$ cat config.mk
export PLATFORM = sky130hd
export DESIGN_NAME = pva_front
export DESIGN_NICKNAME = d
export VERILOG_FILES = /design/src/sv/pva_pkg.sv /design/src/sv/pva_front.sv
export SDC_FILE = /design/constraint.sdc
export NUM_CORES = 1
export LEC_CHECK = 0
export BUFFER_PORTS_ARGS = -buffer_cell sky130_fd_sc_hd__buf_2
export CAP_MARGIN = 0
export CORE_ASPECT_RATIO = 1.2
export CORE_MARGIN = 4
export CORE_UTILIZATION = 53
export DETAILED_ROUTE_END_ITERATION = 7
export GPL_TIMING_DRIVEN = 0
export HOLD_SLACK_MARGIN = 0.1
export PLACE_DENSITY_LB_ADDON = 0.05
export SLEW_MARGIN = 20
export SYNTH_ARGS = -nofsm -noshare
export SYNTH_HDL_FRONTEND = slang
export SYNTH_SLANG_ARGS = --single-unit
$ cat constraint.sdc
create_clock -name clk_i -period 6.6 [get_ports clk_i]
set_clock_uncertainty 0.1 [all_clocks]
set_input_delay 0.99 -clock clk_i [delete_from_list [all_inputs] [get_ports clk_i]]
set_output_delay 0.99 -clock clk_i [all_outputs]
set_load 0.1 [all_outputs]
$ cat src/sv/pva_pkg.sv
`timescale 1ns / 1ps
// ----------------------------------------------------------------------------
// pva_pkg: shared types and constants
// Item format, sequencer states and CORDIC constants of the population vector
// average block.
// ----------------------------------------------------------------------------
package pva_pkg;

  localparam logic [15:0] OrientTurn  = 16'd46080;
  localparam logic [10:0] RecipDiv45  = 11'd1456;
  localparam logic [6:0]  Div45       = 7'd45;
  localparam int          FracCount   = 45;
  localparam int          MaxStages   = 24;
  localparam int          FifoDepth   = 4;

  localparam logic signed [33:0] GainQ30     = 34'sd652032874;
  localparam logic signed [32:0] TurnQuarter = 33'sd1073741824;
  localparam logic signed [32:0] TurnHalf    = 33'sd2147483648;
  localparam logic signed [33:0] TurnHalfW   = 34'sd2147483648;
  localparam logic signed [39:0] AngleMax    = 40'sd23040;
  localparam logic [14:0]        GainHi      = 15'd19898;
  localparam logic [14:0]        GainLo      = 15'd15210;
  localparam logic [36:0]        MagMax      = 37'h0_7FFF_FFFF;

  typedef struct packed {
    logic signed [15:0] activation;
    logic signed [31:0] angle;
    logic               negate;
    logic               last;
  } item_t;

  typedef enum logic [3:0] {
    S_IDLE,
    S_ROT,
    S_MUL,
    S_ACC,
    S_VINIT,
    S_VEC,
    S_ANG,
    S_MAG1,
    S_MAG2,
    S_MAG3,
    S_OUT
  } state_e;

  function automatic logic [29:0] atan_lut(input logic [4:0] idx);
    logic [29:0] v;
    unique case (idx)
      5'd0:  v = 30'd536870912;
      5'd1:  v = 30'd316933406;
      5'd2:  v = 30'd167458907;
      5'd3:  v = 30'd85004756;
      5'd4:  v = 30'd42667331;
      5'd5:  v = 30'd21354465;
      5'd6:  v = 30'd10679838;
      5'd7:  v = 30'd5340245;
      5'd8:  v = 30'd2670163;
      5'd9:  v = 30'd1335087;
      5'd10: v = 30'd667544;
      5'd11: v = 30'd333772;
      5'd12: v = 30'd166886;
      5'd13: v = 30'd83443;
      5'd14: v = 30'd41722;
      5'd15: v = 30'd20861;
      5'd16: v = 30'd10430;
      5'd17: v = 30'd5215;
      5'd18: v = 30'd2608;
      5'd19: v = 30'd1304;
      5'd20: v = 30'd652;
      5'd21: v = 30'd326;
      5'd22: v = 30'd163;
      5'd23: v = 30'd81;
      default: v = 30'd0;
    endcase
    return v;
  endfunction

endpackage

$ cat src/sv/pva_front.sv
`timescale 1ns / 1ps
// ----------------------------------------------------------------------------
// pva_front: request intake
// Reduce the orientation, convert it to a binary angle folded into +-90
// degrees, and hand the item to the queue.
// ----------------------------------------------------------------------------
module pva_front
  import pva_pkg::*;
(
  input  logic        clk_i,
  input  logic        rst_ni,
  input  logic        valid_i,
  output logic        ready_o,
  input  logic [15:0] activation_i,
  input  logic [15:0] orientation_i,
  input  logic        last_i,
  output logic        push_o,
  input  logic        push_ready_i,
  output item_t       item_o
);

  logic               st_v_q, st_v_d;
  logic signed [15:0] act_q;
  logic [15:0]        orient_q;
  logic [9:0]         quot_q;
  logic               last_q;
  logic [15:0]        orient_red;
  logic [26:0]        quot_prod;
  logic [15:0]        q45;
  logic [6:0]         rem0;
  logic [9:0]         quot;
  logic [5:0]         rem;
  logic [31:0]        pangle;
  logic signed [32:0] zw;
  logic [21:0]        frac_tab [FracCount];

  for (genvar g = 0; g < FracCount; g++) begin : g_frac
    localparam logic [21:0] Frac = 22'((64'(g) * 64'd4194304 + 64'd22) / 64'd45);
    assign frac_tab[g] = Frac;
  end

  assign ready_o = !st_v_q || push_ready_i;
  assign push_o  = st_v_q;

  always_comb begin
    orient_red = (orientation_i >= OrientTurn) ? orientation_i - OrientTurn : orientation_i;
    quot_prod  = 27'(orient_red) * 27'(RecipDiv45);
    st_v_d     = ready_o ? valid_i : st_v_q;
  end

  always_comb begin
    q45  = 16'(quot_q) * 16'(Div45);
    rem0 = 7'(orient_q - q45);
    if (rem0 >= Div45) begin
      quot = quot_q + 10'd1;
      rem  = 6'(rem0 - Div45);
    end else begin
      quot = quot_q;
      rem  = rem0[5:0];
    end
    pangle = {quot, 22'd0} + 32'(frac_tab[rem]);
    zw     = 33'(signed'(pangle));
    item_o.activation = act_q;
    item_o.last       = last_q;
    if (zw > TurnQuarter) begin
      item_o.angle  = 32'(zw - TurnHalf);
      item_o.negate = 1'b1;
    end else if (zw < -TurnQuarter) begin
      item_o.angle  = 32'(zw + TurnHalf);
      item_o.negate = 1'b1;
    end else begin
      item_o.angle  = 32'(zw);
      item_o.negate = 1'b0;
    end
  end

  always_ff @(posedge clk_i or negedge rst_ni) begin
    if (!rst_ni) begin
      st_v_q <= 1'b0;
    end else begin
      st_v_q <= st_v_d;
    end
  end

  always_ff @(posedge clk_i) begin
    if (ready_o && valid_i) begin
      act_q    <= signed'(activation_i);
      orient_q <= orient_red;
      quot_q   <= quot_prod[25:16];
      last_q   <= last_i;
    end
  end

endmodule

==> results_dict.tcl <==
set metrics [dict create \
    outcome "finished with violations" \
    violations "negative setup slack" \
    drive_gt1_share_pct 35.9 \
    critPathRequiredTime_ps 5510 \
    period_share_pct 110 \
    synth_top_family_by_area "adder cells" \
    yosysWarnings 0 \
    netlist_instances 615 \
    drt_first_pass_iters 4 \
    n_fill_cell 688 \
    crit_arrival_ps 6140 \
    finalSetupViolCount 9 \
    fmax_mhz 138 \
    hold_path.class "input port to async pin" \
    cp_num_buf_inv 5 \
    antenna_found_initial 0 \
    antenna_left 0 \
    syn_area_per_cell_um2 9.10 \
    cp-start-kind "register" \
    grt_max_degree 35 \
    initial_core_util_pct 55.1 \
    setup_slack_ps -633 \
    gp_congestion 0.903 \
    cp-end-kind "output pin" \
    crit_family "adder cells" \
    yosysSeqAreaShare_pct 18.7 \
    maxCapViolCount 0 \
    worstPathCellList "buf_4, ha_4, ha_1, fa_2, ha_1, inv_1, ha_4, o21ai_2, o21a_1, or4_4, and4_4, buf_6, a21oi_4, mux2_4, ha_4, inv_4, a21oi_4, a311o_1, o31a_1, or4_4, nor4_4, a21boi_2, buf_8" \
    die_area_um2 12300 \
    synth_edf_count 34 \
    vias_per_cell 5.96 \
    synth_mux_area_share_pct 2.35 \
    final_cell_mix "inv_1 (78), buf_2 (70), ha_1 (65), nor2_1 (43), buf_4 (40)" \
    finalCriticalPeriod_ps 7230 \
    die_w_um 102 \
    die_height_um 121 \
    grt_pass1_vias 5507 \
    io_buffers 88 \
    clkTransAtPathRegs_ps 50 \
    hold_viol 0 \
    ioPinCount 89 \
    synth_nets 772 \
    clockRootBuffer "clkbuf_16" \
    cts_sinks 35 \
    grt_remaining_overflow 0 \
    netlist_area_um2 5600 \
    htreeDepth 2 \
    core_um2 10200 \
    grt_setup_unrepaired "true" \
    insertion_delay_ps 280 \
    tightestPinTransition_ps 1070 \
    r2r_setup_slack_ps 4970 \
    route.vias.total 5263 \
    cts-buffers-inserted 5 \
    path_max_fanout 6 \
    track_usage_pct 27.1 \
    initialDrtViolationCount 205 \
    fin_nets 913 \
    synth_simple_gate_area_share_pct 13.4 \
    antenna_cells 0 \
    crit_slowest_cell "or4_4" \
    cts_buffer_depth 2 \
    worst_path_most_repeated_cell "ha_4" \
    synth_adder_area_share_pct 32.2 \
    synthToLayoutAreaGrowth_pct 40.4 \
    finalSetupTns_ps -2730 \
    place_hpwl_um 12000 \
    rows 40 \
    synth_xor_area_share_pct 6.50 \
    dp_slack_ps -992 \
    ys_ff_latch 35 \
    synth-compound-area-share_pct 18.8 \
    drc 0 \
    grt_pass1_wl_um 26400 \
    cts_tree "yes" \
    critPathKind "register to output pin" \
    cpPeakStageDelay_ps 560 \
    drt_wl_total_um 16400 \
    layout_commonest_cell "inv_1" \
    yosys_most_used_dff "edfxtp_1" \
    finalMaxSlewViolations 0 \
    wl_per_cell_um 18.6 \
    slew_headroom_pct 28.4 \
    synth.distinct_cells 79 \
    synthArstFlopShare_pct 2.86 \
]
## area by class of cell
class,instances,area (um^2),area share (%)
Clock buffer,6,129,1.64
Clock inverter,2,60.1,0.764
Buffer,22,200,2.55
Tap cell,126,158,2.01
Multi-Input combinational cell,470,4790,61.0
Timing Repair Buffer,136,1120,14.3
Inverter,86,350,4.46
Sequential cell,35,1050,13.3
## synth_stat cells (all sizes together) (6+ instances only)
| library cell | instances | area share [%] |
|---|---|---|
| o22ai | 9 | 1.0 |
| xnor2 | 27 | 4.2 |
| inv | 84 | 5.7 |
| xor2 | 12 | 1.9 |
| a211oi | 9 | 1.3 |
| nand3 | 14 | 1.3 |
| nor3 | 14 | 1.3 |
| o211ai | 6 | 0.80 |
| buf | 15 | 1.7 |
| nand2 | 37 | 2.5 |
| mux2i | 6 | 1.1 |
| o21ai | 30 | 2.7 |
| nor2 | 46 | 3.1 |
| ha | 80 | 18 |
| o21a | 6 | 0.80 |
| a21oi | 28 | 2.8 |
| and2 | 6 | 0.67 |
| a211o | 7 | 1.1 |
| clkbuf | 9 | 0.60 |
| a21o | 8 | 1.1 |
| edfxtp | 34 | 18 |
| fa | 40 | 14 |
| mux2 | 6 | 1.3 |
## cells by family (layout without fill, tap and decap cells)
| group | Yosys count | in the layout |
|---|---|---|
| AND/OR/NAND/NOR | 151 | 151 |
| AO/OA/AOI/OAI | 147 | 147 |
| adder cells (fa/ha/maj) | 120 | 120 |
| buffers and inverters | 110 | 252 |
| XOR/XNOR | 40 | 40 |
| flip-flops | 35 | 35 |
| multiplexers | 12 | 12 |
## flip-flops by register name, summed over array words and instances (netlist names)
register and count:
orient_q 7, quot_q 10, last_q 1, push_o 1, act_q 16
## metrics by stage
step	utilization [%]	cell area (um^2)	hold WS, ps	std cells
6_report	77.4	7860	367	883
3_3_place_gp	63.4	6440	402	829
3_5_place_dp	63.4	6440	424	829
5_1_grt	77.4	7860	359	883
2_1_floorplan	-	5840	594	615
4_1_cts	73.3	7450	363	875
## routing by layer
metal	GRT usage [%]	vias to the layer above	share of wire, %
met5	0	-	0
li1	-	2471	-
met1	30.7	2537	37
met2	48.9	198	53
met4	13.7	0	4.4
met3	3.52	57	5.3
## timing repair
action	CTS	global route
setup endpoints to repair	23	23
setup buffers	38	15
endpoints found under the hold margin	0	0
pin swaps	22	22
hold buffers	0	0
resized for setup	112	89
## worst paths after layout
path | cells past startpoint | start | endpoint
setup / recovery | 23 | quot_q[3]$_DFFE_PP_ | item_o[33]
hold / removal | 1 | rst_ni | push_o$_DFFE_PN0N_
setup reg to reg | 2 | push_o$_DFFE_PN0N_ | quot_q[7]$_DFFE_PP_
hold reg to reg | 2 | push_o$_DFFE_PN0N_ | push_o$_DFFE_PN0N_
max in group asynchronous | 1 | rst_ni | push_o$_DFFE_PN0N_
min in group clk_i | 2 | push_o$_DFFE_PN0N_ | push_o$_DFFE_PN0N_
Power is not shown: default switching activity piles up to over one toggle a cycle in this logic, so the estimate is an artifact.
