--- config.mk ---
export PLATFORM = sky130hd
export DESIGN_NAME = pva_fifo
export DESIGN_NICKNAME = d
export VERILOG_FILES = /design/src/sv/pva_pkg.sv /design/src/sv/pva_fifo.sv
export SDC_FILE = /design/constraint.sdc
export NUM_CORES = 1
export LEC_CHECK = 0
export ABC_AREA = 1
export BUFFER_PORTS_ARGS = -buffer_cell sky130_fd_sc_hd__buf_4
export CORE_MARGIN = 10
export CORE_UTILIZATION = 51
export CTS_CLUSTER_SIZE = 10
export DETAILED_ROUTE_END_ITERATION = 16
export HOLD_SLACK_MARGIN = 0.02
export MAX_ROUTING_LAYER = met4
export PLACE_DENSITY = 0.72
export SLEW_MARGIN = 20
export SYNTH_ARGS = -nofsm -noshare
export SYNTH_HDL_FRONTEND = slang
export SYNTH_SLANG_ARGS = --single-unit
export TNS_END_PERCENT = 30
--- constraint.sdc ---
create_clock -name clk_i -period 4.65 [get_ports clk_i]
set_input_delay 0.93 -clock clk_i [delete_from_list [all_inputs] [get_ports clk_i]]
set_output_delay 0.93 -clock clk_i [all_outputs]
set_load 0.02 [all_outputs]
--- src/sv/pva_pkg.sv ---
`timescale 1ns / 1ps
// ----------------------------------------------------------------------------
// pva_pkg: shared types and constants
// Item format, sequencer states and CORDIC constants of the population vector
// average block.
// ----------------------------------------------------------------------------
package pva_pkg;

  localparam logic [15:0] OrientTurn  = 16'd46080;
  localparam logic [10:0] RecipDiv45  = 11'd1456;
  localparam logic [6:0]  Div45       = 7'd45;
  localparam int          FracCount   = 45;
  localparam int          MaxStages   = 24;
  localparam int          FifoDepth   = 4;

  localparam logic signed [33:0] GainQ30     = 34'sd652032874;
  localparam logic signed [32:0] TurnQuarter = 33'sd1073741824;
  localparam logic signed [32:0] TurnHalf    = 33'sd2147483648;
  localparam logic signed [33:0] TurnHalfW   = 34'sd2147483648;
  localparam logic signed [39:0] AngleMax    = 40'sd23040;
  localparam logic [14:0]        GainHi      = 15'd19898;
  localparam logic [14:0]        GainLo      = 15'd15210;
  localparam logic [36:0]        MagMax      = 37'h0_7FFF_FFFF;

  typedef struct packed {
    logic signed [15:0] activation;
    logic signed [31:0] angle;
    logic               negate;
    logic               last;
  } item_t;

  typedef enum logic [3:0] {
    S_IDLE,
    S_ROT,
    S_MUL,
    S_ACC,
    S_VINIT,
    S_VEC,
    S_ANG,
    S_MAG1,
    S_MAG2,
    S_MAG3,
    S_OUT
  } state_e;

  function automatic logic [29:0] atan_lut(input logic [4:0] idx);
    logic [29:0] v;
    unique case (idx)
      5'd0:  v = 30'd536870912;
      5'd1:  v = 30'd316933406;
      5'd2:  v = 30'd167458907;
      5'd3:  v = 30'd85004756;
      5'd4:  v = 30'd42667331;
      5'd5:  v = 30'd21354465;
      5'd6:  v = 30'd10679838;
      5'd7:  v = 30'd5340245;
      5'd8:  v = 30'd2670163;
      5'd9:  v = 30'd1335087;
      5'd10: v = 30'd667544;
      5'd11: v = 30'd333772;
      5'd12: v = 30'd166886;
      5'd13: v = 30'd83443;
      5'd14: v = 30'd41722;
      5'd15: v = 30'd20861;
      5'd16: v = 30'd10430;
      5'd17: v = 30'd5215;
      5'd18: v = 30'd2608;
      5'd19: v = 30'd1304;
      5'd20: v = 30'd652;
      5'd21: v = 30'd326;
      5'd22: v = 30'd163;
      5'd23: v = 30'd81;
      default: v = 30'd0;
    endcase
    return v;
  endfunction

endpackage

--- src/sv/pva_fifo.sv ---
`timescale 1ns / 1ps
// ----------------------------------------------------------------------------
// pva_fifo: item queue
// Short queue between intake and the arithmetic sequencer.
// ----------------------------------------------------------------------------
module pva_fifo
  import pva_pkg::*;
(
  input  logic  clk_i,
  input  logic  rst_ni,
  input  logic  push_i,
  output logic  push_ready_o,
  input  item_t item_i,
  output logic  pop_valid_o,
  input  logic  pop_i,
  output item_t item_o
);

  localparam int PtrW = $clog2(FifoDepth);

  item_t            mem_q [FifoDepth];
  logic [PtrW-1:0]  wr_q, wr_d, rd_q, rd_d;
  logic [PtrW:0]    cnt_q, cnt_d;
  logic             do_push, do_pop;

  assign push_ready_o = cnt_q != (PtrW+1)'(FifoDepth);
  assign pop_valid_o  = cnt_q != '0;
  assign item_o       = mem_q[rd_q];
  assign do_push      = push_i && push_ready_o;
  assign do_pop       = pop_i && pop_valid_o;

  always_comb begin
    wr_d  = do_push ? wr_q + 1'b1 : wr_q;
    rd_d  = do_pop ? rd_q + 1'b1 : rd_q;
    cnt_d = cnt_q + (PtrW+1)'(do_push) - (PtrW+1)'(do_pop);
  end

  always_ff @(posedge clk_i or negedge rst_ni) begin
    if (!rst_ni) begin
      wr_q  <= '0;
      rd_q  <= '0;
      cnt_q <= '0;
    end else begin
      wr_q  <= wr_d;
      rd_q  <= rd_d;
      cnt_q <= cnt_d;
    end
  end

  always_ff @(posedge clk_i) begin
    if (do_push) begin
      mem_q[wr_q] <= item_i;
    end
  end

endmodule

==> impl_metrics.env, run 1 <==
export IMPL_nFillCells=1222
export IMPL_stdcell_area_sq_um=9950
export IMPL_drc=0
export IMPL_worst_pin_slew_ns=0.984
export IMPL_placeableCoreArea_sq_um=15900
export IMPL_maxCapViolCount=0
export IMPL_insertion_delay_ns=0.50
export IMPL_synth_avg_cell_area_sq_um=12.0
export IMPL_fin_setup_tns_ns=0
export IMPL_dr_pass1_iters=6
export IMPL_syn_nets=753
export IMPL_grt_use_total_pct=15.7
export IMPL_totalWireLength_mm=17.0
export IMPL_ys_types=16
export IMPL_yosysTopAreaCell="edfxtp_1"
export IMPL_vias=5209
export IMPL_vias_per_cell=5.05
export IMPL_slew_headroom_pct=34.3
export IMPL_min_period_ns=3.67
export IMPL_reg2regPathDepth=10
export IMPL_setup_viol=0
export IMPL_drive_gt1_share_pct=17.7
export IMPL_vdd_drop_max_uv=340
export IMPL_place_congestion=0.754
export IMPL_clkTransAtPathRegs_ns=0.05
export IMPL_power_leakage_nw=4.00
export IMPL_finalNetCount=857
export IMPL_slew_viol_final=0
export IMPL_crit_required_ns=3.72
export IMPL_start_util_pct=52.2
export IMPL_syn_to_final_growth_pct=20.0
export IMPL_clkSinkCount=207
export IMPL_synthCells=692
export IMPL_dp_hpwl_mm=10.4
export IMPL_max_freq_mhz=273
export IMPL_synth_area_leaders="edfxtp_1 72%, nand2_1 7.6%, nor2_1 4.8%, o21ai_0 3.3%, inv_1 2.9%"
export IMPL_cts_resized=0
export IMPL_rsz0062_at_grt="no"
export IMPL_drt_initial_drc_count=292
export IMPL_io_pins=106
export IMPL_grt_max_degree=88
export IMPL_yosysWarnings=0
export IMPL_skew_ns=0.00722
export IMPL_first_global_vias=5320
export IMPL_fp_dieH_microns=148
export IMPL_ant_nets=0
export IMPL_htreeDepth=1
export IMPL_die_w_microns=148
export IMPL_post_cts_repair_setup_buffers=0
export IMPL_fin_crit_sh_pct=78.8
export IMPL_synth_area_sq_um=8290
export IMPL_seq_area_frac_synth_pct=74.5
export IMPL_grt_ovfl_total=0
export IMPL_synth_top_cell_area_share_pct=72.4
export IMPL_critPathLaunchType="register"
export IMPL_hold_viol_final=0
export IMPL_rows=46
export IMPL_clock_path_buffers=3
export IMPL_grt_antenna_before_repair=1
export IMPL_status="finished, final reports clean"
export IMPL_ys_seq_elements=207
export IMPL_worstPathArrival_ns=2.74
export IMPL_dieArea_sq_um=21800
export IMPL_power_density_nw_per_um2=679
export IMPL_clock_root_buffer="clkbuf_16"
export IMPL_hp_class="input port to asynchronous set/reset pin"
export IMPL_place_area_sq_um=9250
export IMPL_port_buffers=105
export IMPL_avgRoutedWirePerCell_microns=16.5
export IMPL_final_core_util_pct=62.7
export IMPL_cts_buffers=24
export IMPL_cts_tree="built"
export IMPL_grt_pass1_wl_mm=27.0
export IMPL_crit_fanout=87
export IMPL_cts_hold_buf=0
export IMPL_crit_type="register to output pin"
export IMPL_endpoint_kind="output pin"
## stage by stage
stage	power [mW]	hold WS, ns	setup WS, ns	cells
final	6.76	0.233	0.985	1031
after global routing	7.22	0.217	0.706	1031
after CTS	6.86	0.225	0.941	1030
after detailed placement	5.20	0.493	1.47	986
after global placement	5.11	0.486	1.53	986
after floorplan	4.28	0.441	1.00	692
## worst max-delay path, cell delays in order, from the launching register on
cell and delay (ns):
dfrtp_4 0.96, buf_4 0.66, nor2_1 0.10, nor2_1 0.10, o21ai_1 0.09, nand2_1 0.14
buf_4 0.15
## layer usage
layer / track usage [%] / routed length (microns)
met1: 18.4 / 7150
met4: 4.26 / 225
met2: 26.2 / 8560
met5: - / 0
met3: 4.09 / 1060
## sequential cells by signal, indices dropped and copies added (netlist names)
register / flops
wr_q: 2
rd_q: 2
cnt_q: 3
mem_q: 200
## power breakdown
| part | internal [mW] | switching, mW |
|---|---|---|
| clock network | 0.997 | 0.649 |
| logic | 0.852 | 1.60 |
| registers | 2.46 | 0.196 |
| total | 4.31 | 2.45 |
## worst paths after layout
path	startpoint	to	slack, ns
max	rd_q[0]	item_o[27]	0.98
min in group clk_i	cnt_q[0]	cnt_q[0]	0.51
max in group asynchronous	rst_ni	rd_q[0]	4.28
min reg2reg	cnt_q[0]	cnt_q[0]	0.51
max reg2reg	cnt_q[1]	cnt_q[2]	2.34
min	rst_ni	rd_q[1]	0.23
## cells in the mapped netlist
master    count
clkbuf_1      9
fa_1          1
inv_2         1
dfrtp_1       7
o21ai_0      55
inv_1        65
buf_6         9
nand2_1     169
nand3_1       5
buf_2        11
o21ai_1      45
ha_1          6
nor2_1      105
edfxtp_1    200
buf_1         3
buf_8         1
## placed cells by master, fill, tap and decap left out
master,synthesis,final
edfxtp_1,200,200
nand2_1,169,169
buf_4,0,108
nor2_1,105,101
inv_1,65,64
o21ai_0,55,55
o21ai_1,45,45
clkbuf_16,0,25
clkbuf_1,9,18
ha_1,6,6
dfrtp_1,7,6
nand3_1,5,5
nor2_4,0,4
buf_12,0,3
clkinv_2,0,2
diode_2,0,1
inv_2,1,1
fa_1,1,1
dfrtp_4,0,1
## cells by family (layout without fill, tap and decap cells)
group / Yosys count / after routing / synth area share, %
other cells: 0 / 1 / 0
flops: 207 / 207 / 74.5
fa+ha+maj: 7 / 7 / 1.15
simple gates: 279 / 279 / 12.7
buf+inv: 99 / 221 / 5.60
compound gates: 100 / 100 / 6.03
## area by class of cell
class / instances / area [sq um] / area share, %
sequential: 207 / 6180 / 62.1
tap: 216 / 270 / 2.71
timing repair buffer: 111 / 871 / 8.75
clock inverter: 1 / 5.00 / 0.0503
inverter: 66 / 249 / 2.50
antenna: 1 / 2.50 / 0.0251
clock buffer: 43 / 693 / 6.96
multi-input combinational: 386 / 1680 / 16.9
(Power assumes the default switching activity.)
==> run 2, diff against run 1 <==
--- a/config.mk
+++ b/config.mk
@@ -5,7 +5,7 @@
 export SDC_FILE = /design/constraint.sdc
 export NUM_CORES = 1
 export LEC_CHECK = 0
-export ABC_AREA = 1
+export ABC_AREA = 0
 export BUFFER_PORTS_ARGS = -buffer_cell sky130_fd_sc_hd__buf_4
 export CORE_MARGIN = 10
 export CORE_UTILIZATION = 51
@@ -13,7 +13,7 @@
 export DETAILED_ROUTE_END_ITERATION = 16
 export HOLD_SLACK_MARGIN = 0.02
 export MAX_ROUTING_LAYER = met4
-export PLACE_DENSITY = 0.72
+export PLACE_DENSITY = 0.75
 export SLEW_MARGIN = 20
 export SYNTH_ARGS = -nofsm -noshare
 export SYNTH_HDL_FRONTEND = slang
==> constraint.sdc (replaced) <==
create_clock -name clk_i -period 3.3 [get_ports clk_i]
set_input_delay 0.66 -clock clk_i [delete_from_list [all_inputs] [get_ports clk_i]]
set_output_delay 0.66 -clock clk_i [all_outputs]
set_load 0.02 [all_outputs]
==> impl_metrics.env, run 2 <==
export IMPL_status="finished, final reports clean"
export IMPL_die_w_microns=143
export IMPL_fin_setup_tns_ns=0
export IMPL_cts_hold_buf=1
export IMPL_ys_flop_type="edfxtp_1"
export IMPL_r2r_start="cnt_q[1]"
export IMPL_finalNetCount=495
export IMPL_reg2regPathDepth=9
export IMPL_drc=0
export IMPL_grt_use_total_pct=14.5
export IMPL_cts_resized=0
export IMPL_place_congestion=0.711
export IMPL_start_util_pct=52.7
export IMPL_placeableCoreArea_sq_um=14700
export IMPL_rsz0062_at_grt="no"
export IMPL_max_freq_mhz=352
export IMPL_place_inst=591
export IMPL_insertion_delay_ns=0.50
export IMPL_clock_path_buffers=3
export IMPL_vias=3522
export IMPL_cts_tree="built"
export IMPL_yosysTopAreaCell="edfxtp_1"
export IMPL_r2r_end="cnt_q[2]"
export IMPL_crit_buf_inv=2
export IMPL_slew_headroom_pct=57.2
export IMPL_synth_top_cell_area_share_pct=77.5
export IMPL_skew_ns=0.0157
export IMPL_reg_top3="mem_q: 200 flops, cnt_q: 3 flops"
export IMPL_endpoint_kind="output pin"
export IMPL_worst_pin_slew_ns=0.642
export IMPL_cp_depth=3
export IMPL_power_density_nw_per_um2=947
export IMPL_largest_reg_flops=200
export IMPL_clock_root_buffer="clkbuf_16"
export IMPL_fin_crit_sh_pct=86.1
export IMPL_clkSinkCount=207
export IMPL_power_leakage_nw=3.29
export IMPL_post_cts_repair_setup_buffers=0
export IMPL_grt_pass1_wl_mm=22.3
export IMPL_crit_type="register to output pin"
export IMPL_synthArstFlopShare_pct=3.38
export IMPL_rows=44
export IMPL_seq_area_frac_synth_pct=79.8
export IMPL_final_common_cell="edfxtp_1"
export IMPL_syn_nets=364
export IMPL_maxCapViolCount=0
export IMPL_synthCells=303
export IMPL_dp_hpwl_mm=9.07
export IMPL_hold_viol_final=0
export IMPL_port_buffers=105
export IMPL_ys_seq_elements=207
export IMPL_crit_required_ns=2.64
export IMPL_endpoint="item_o[0]"
export IMPL_final_cells=637
export IMPL_critPathLaunchType="register"
export IMPL_ant_nets=0
export IMPL_ys_types=22
export IMPL_setup_viol=0
export IMPL_yosysWarnings=0
export IMPL_worst_r2r_setup_slack_ns=1.00
export IMPL_min_period_ns=2.84
export IMPL_crit_fanout=20
export IMPL_synth_avg_cell_area_sq_um=25.6
export IMPL_first_global_vias=3910
export IMPL_hp_class="input port to register"
export IMPL_clkTransAtPathRegs_ns=0.06
export IMPL_synth_edff_count=200
export IMPL_dr_pass1_iters=4
export IMPL_synth_top_cells_by_count="200 x edfxtp_1, 48 x mux4_2, 7 x dfrtp_1, 6 x ha_1, 6 x inv_1"
export IMPL_cpPeakStageDelay_ns=0.67
export IMPL_dieArea_sq_um=20500
export IMPL_grt_ovfl_total=0
export IMPL_synth_area_sq_um=7740
export IMPL_io_pins=106
export IMPL_final_core_util_pct=64.5
export IMPL_grt_antenna_before_repair=1
export IMPL_grt_max_degree=34
export IMPL_timing_critical_path_from="rd_q[0]"
export IMPL_htreeDepth=1
export IMPL_slew_viol_final=0
export IMPL_drt_initial_drc_count=212
export IMPL_avgRoutedWirePerCell_microns=22.0
export IMPL_fp_dieH_microns=143
export IMPL_synth_most_common_cell="edfxtp_1"
export IMPL_layout_common_cells="200 x edfxtp_1, 112 x buf_4, 48 x mux4_2, 25 x clkbuf_16, 18 x clkbuf_1"
export IMPL_vias_per_cell=5.53
export IMPL_drive_gt1_share_pct=43.6
export IMPL_worstPathArrival_ns=2.18
export IMPL_crit_family="flip-flops"
export IMPL_syn_to_final_growth_pct=22.4
export IMPL_totalWireLength_mm=14.0
export IMPL_synth_area_leaders="edfxtp_1 78%, mux4_2 14%, dfrtp_1 2.3%, buf_12 1.3%, ha_1 0.97%"
export IMPL_cts_buffers=24
export IMPL_timing_critical_path_cells="buf_12 -> mux4_1 -> buf_4"
export IMPL_regMostFlops="mem_q"
export IMPL_vdd_drop_max_uv=525
export IMPL_crit_slowest_cell="dfrtp_4"
[run 2: routing by layer]
layer  share of wire [%]  routed length [microns]  vias to the layer above  global-route usage, %
li1                    -                        -                     1558                      -
met1                  41                     5820                     1828                   18.9
met2                  50                     7040                      117                   22.6
met3                 6.8                      955                       19                   3.38
met4                 1.5                      212                        0                   3.65
met5                   0                        0                        -                      -
[run 2: where the power goes]
part | total (mW) | internal, mW | switching [mW]
clock | 2.31 | 1.41 | 0.908
sequential | 3.75 | 3.48 | 0.274
combinational | 2.91 | 1.40 | 1.51
[run 2: how the worst min path moves through the flow]
stage | cells after the start | endpoint | startpoint
after floorplan | 0 | cnt_q[0] | rst_ni
after detailed placement | 1 | cnt_q[2] | rst_ni
after CTS | 1 | mem_q[0][23] | item_i[23]
after global placement | 1 | cnt_q[0] | rst_ni
after global routing | 1 | mem_q[3][36] | item_i[36]
final | 1 | mem_q[2][28] | item_i[28]
[run 2: layout make-up]
| cell class | count | area (sq um) |
|---|---|---|
| multi-input cells | 78 | 1410 |
| clock buffers | 43 | 693 |
| diodes | 1 | 2.50 |
| well taps | 184 | 230 |
| flip-flops and latches | 207 | 6190 |
| inverters | 6 | 22.5 |
| fillers | 982 | 5220 |
| repair buffers | 117 | 931 |
| clock inverters | 1 | 5.00 |
[run 2: kinds of logic after synthesis]
group,share of synthesized area [%]
fa+ha+maj,1.23
buf+inv,2.10
xor+xnor,0.452
mux,14.6
flops,79.8
compound gates,0.420
simple gates,1.36
[run 2: through the flow]
stage          total power, mW  hold slack (ns)  setup slack (ns)  area [sq um]
5_1_grt                   9.43            0.350             0.328          9480
3_5_place_dp              6.80            0.481             0.919          8770
3_3_place_gp              6.73            0.479             0.922          8770
6_report                  8.97            0.358             0.459          9480
4_1_cts                   9.12            0.348             0.396          9470
2_1_floorplan             5.69            0.364             0.962          7740
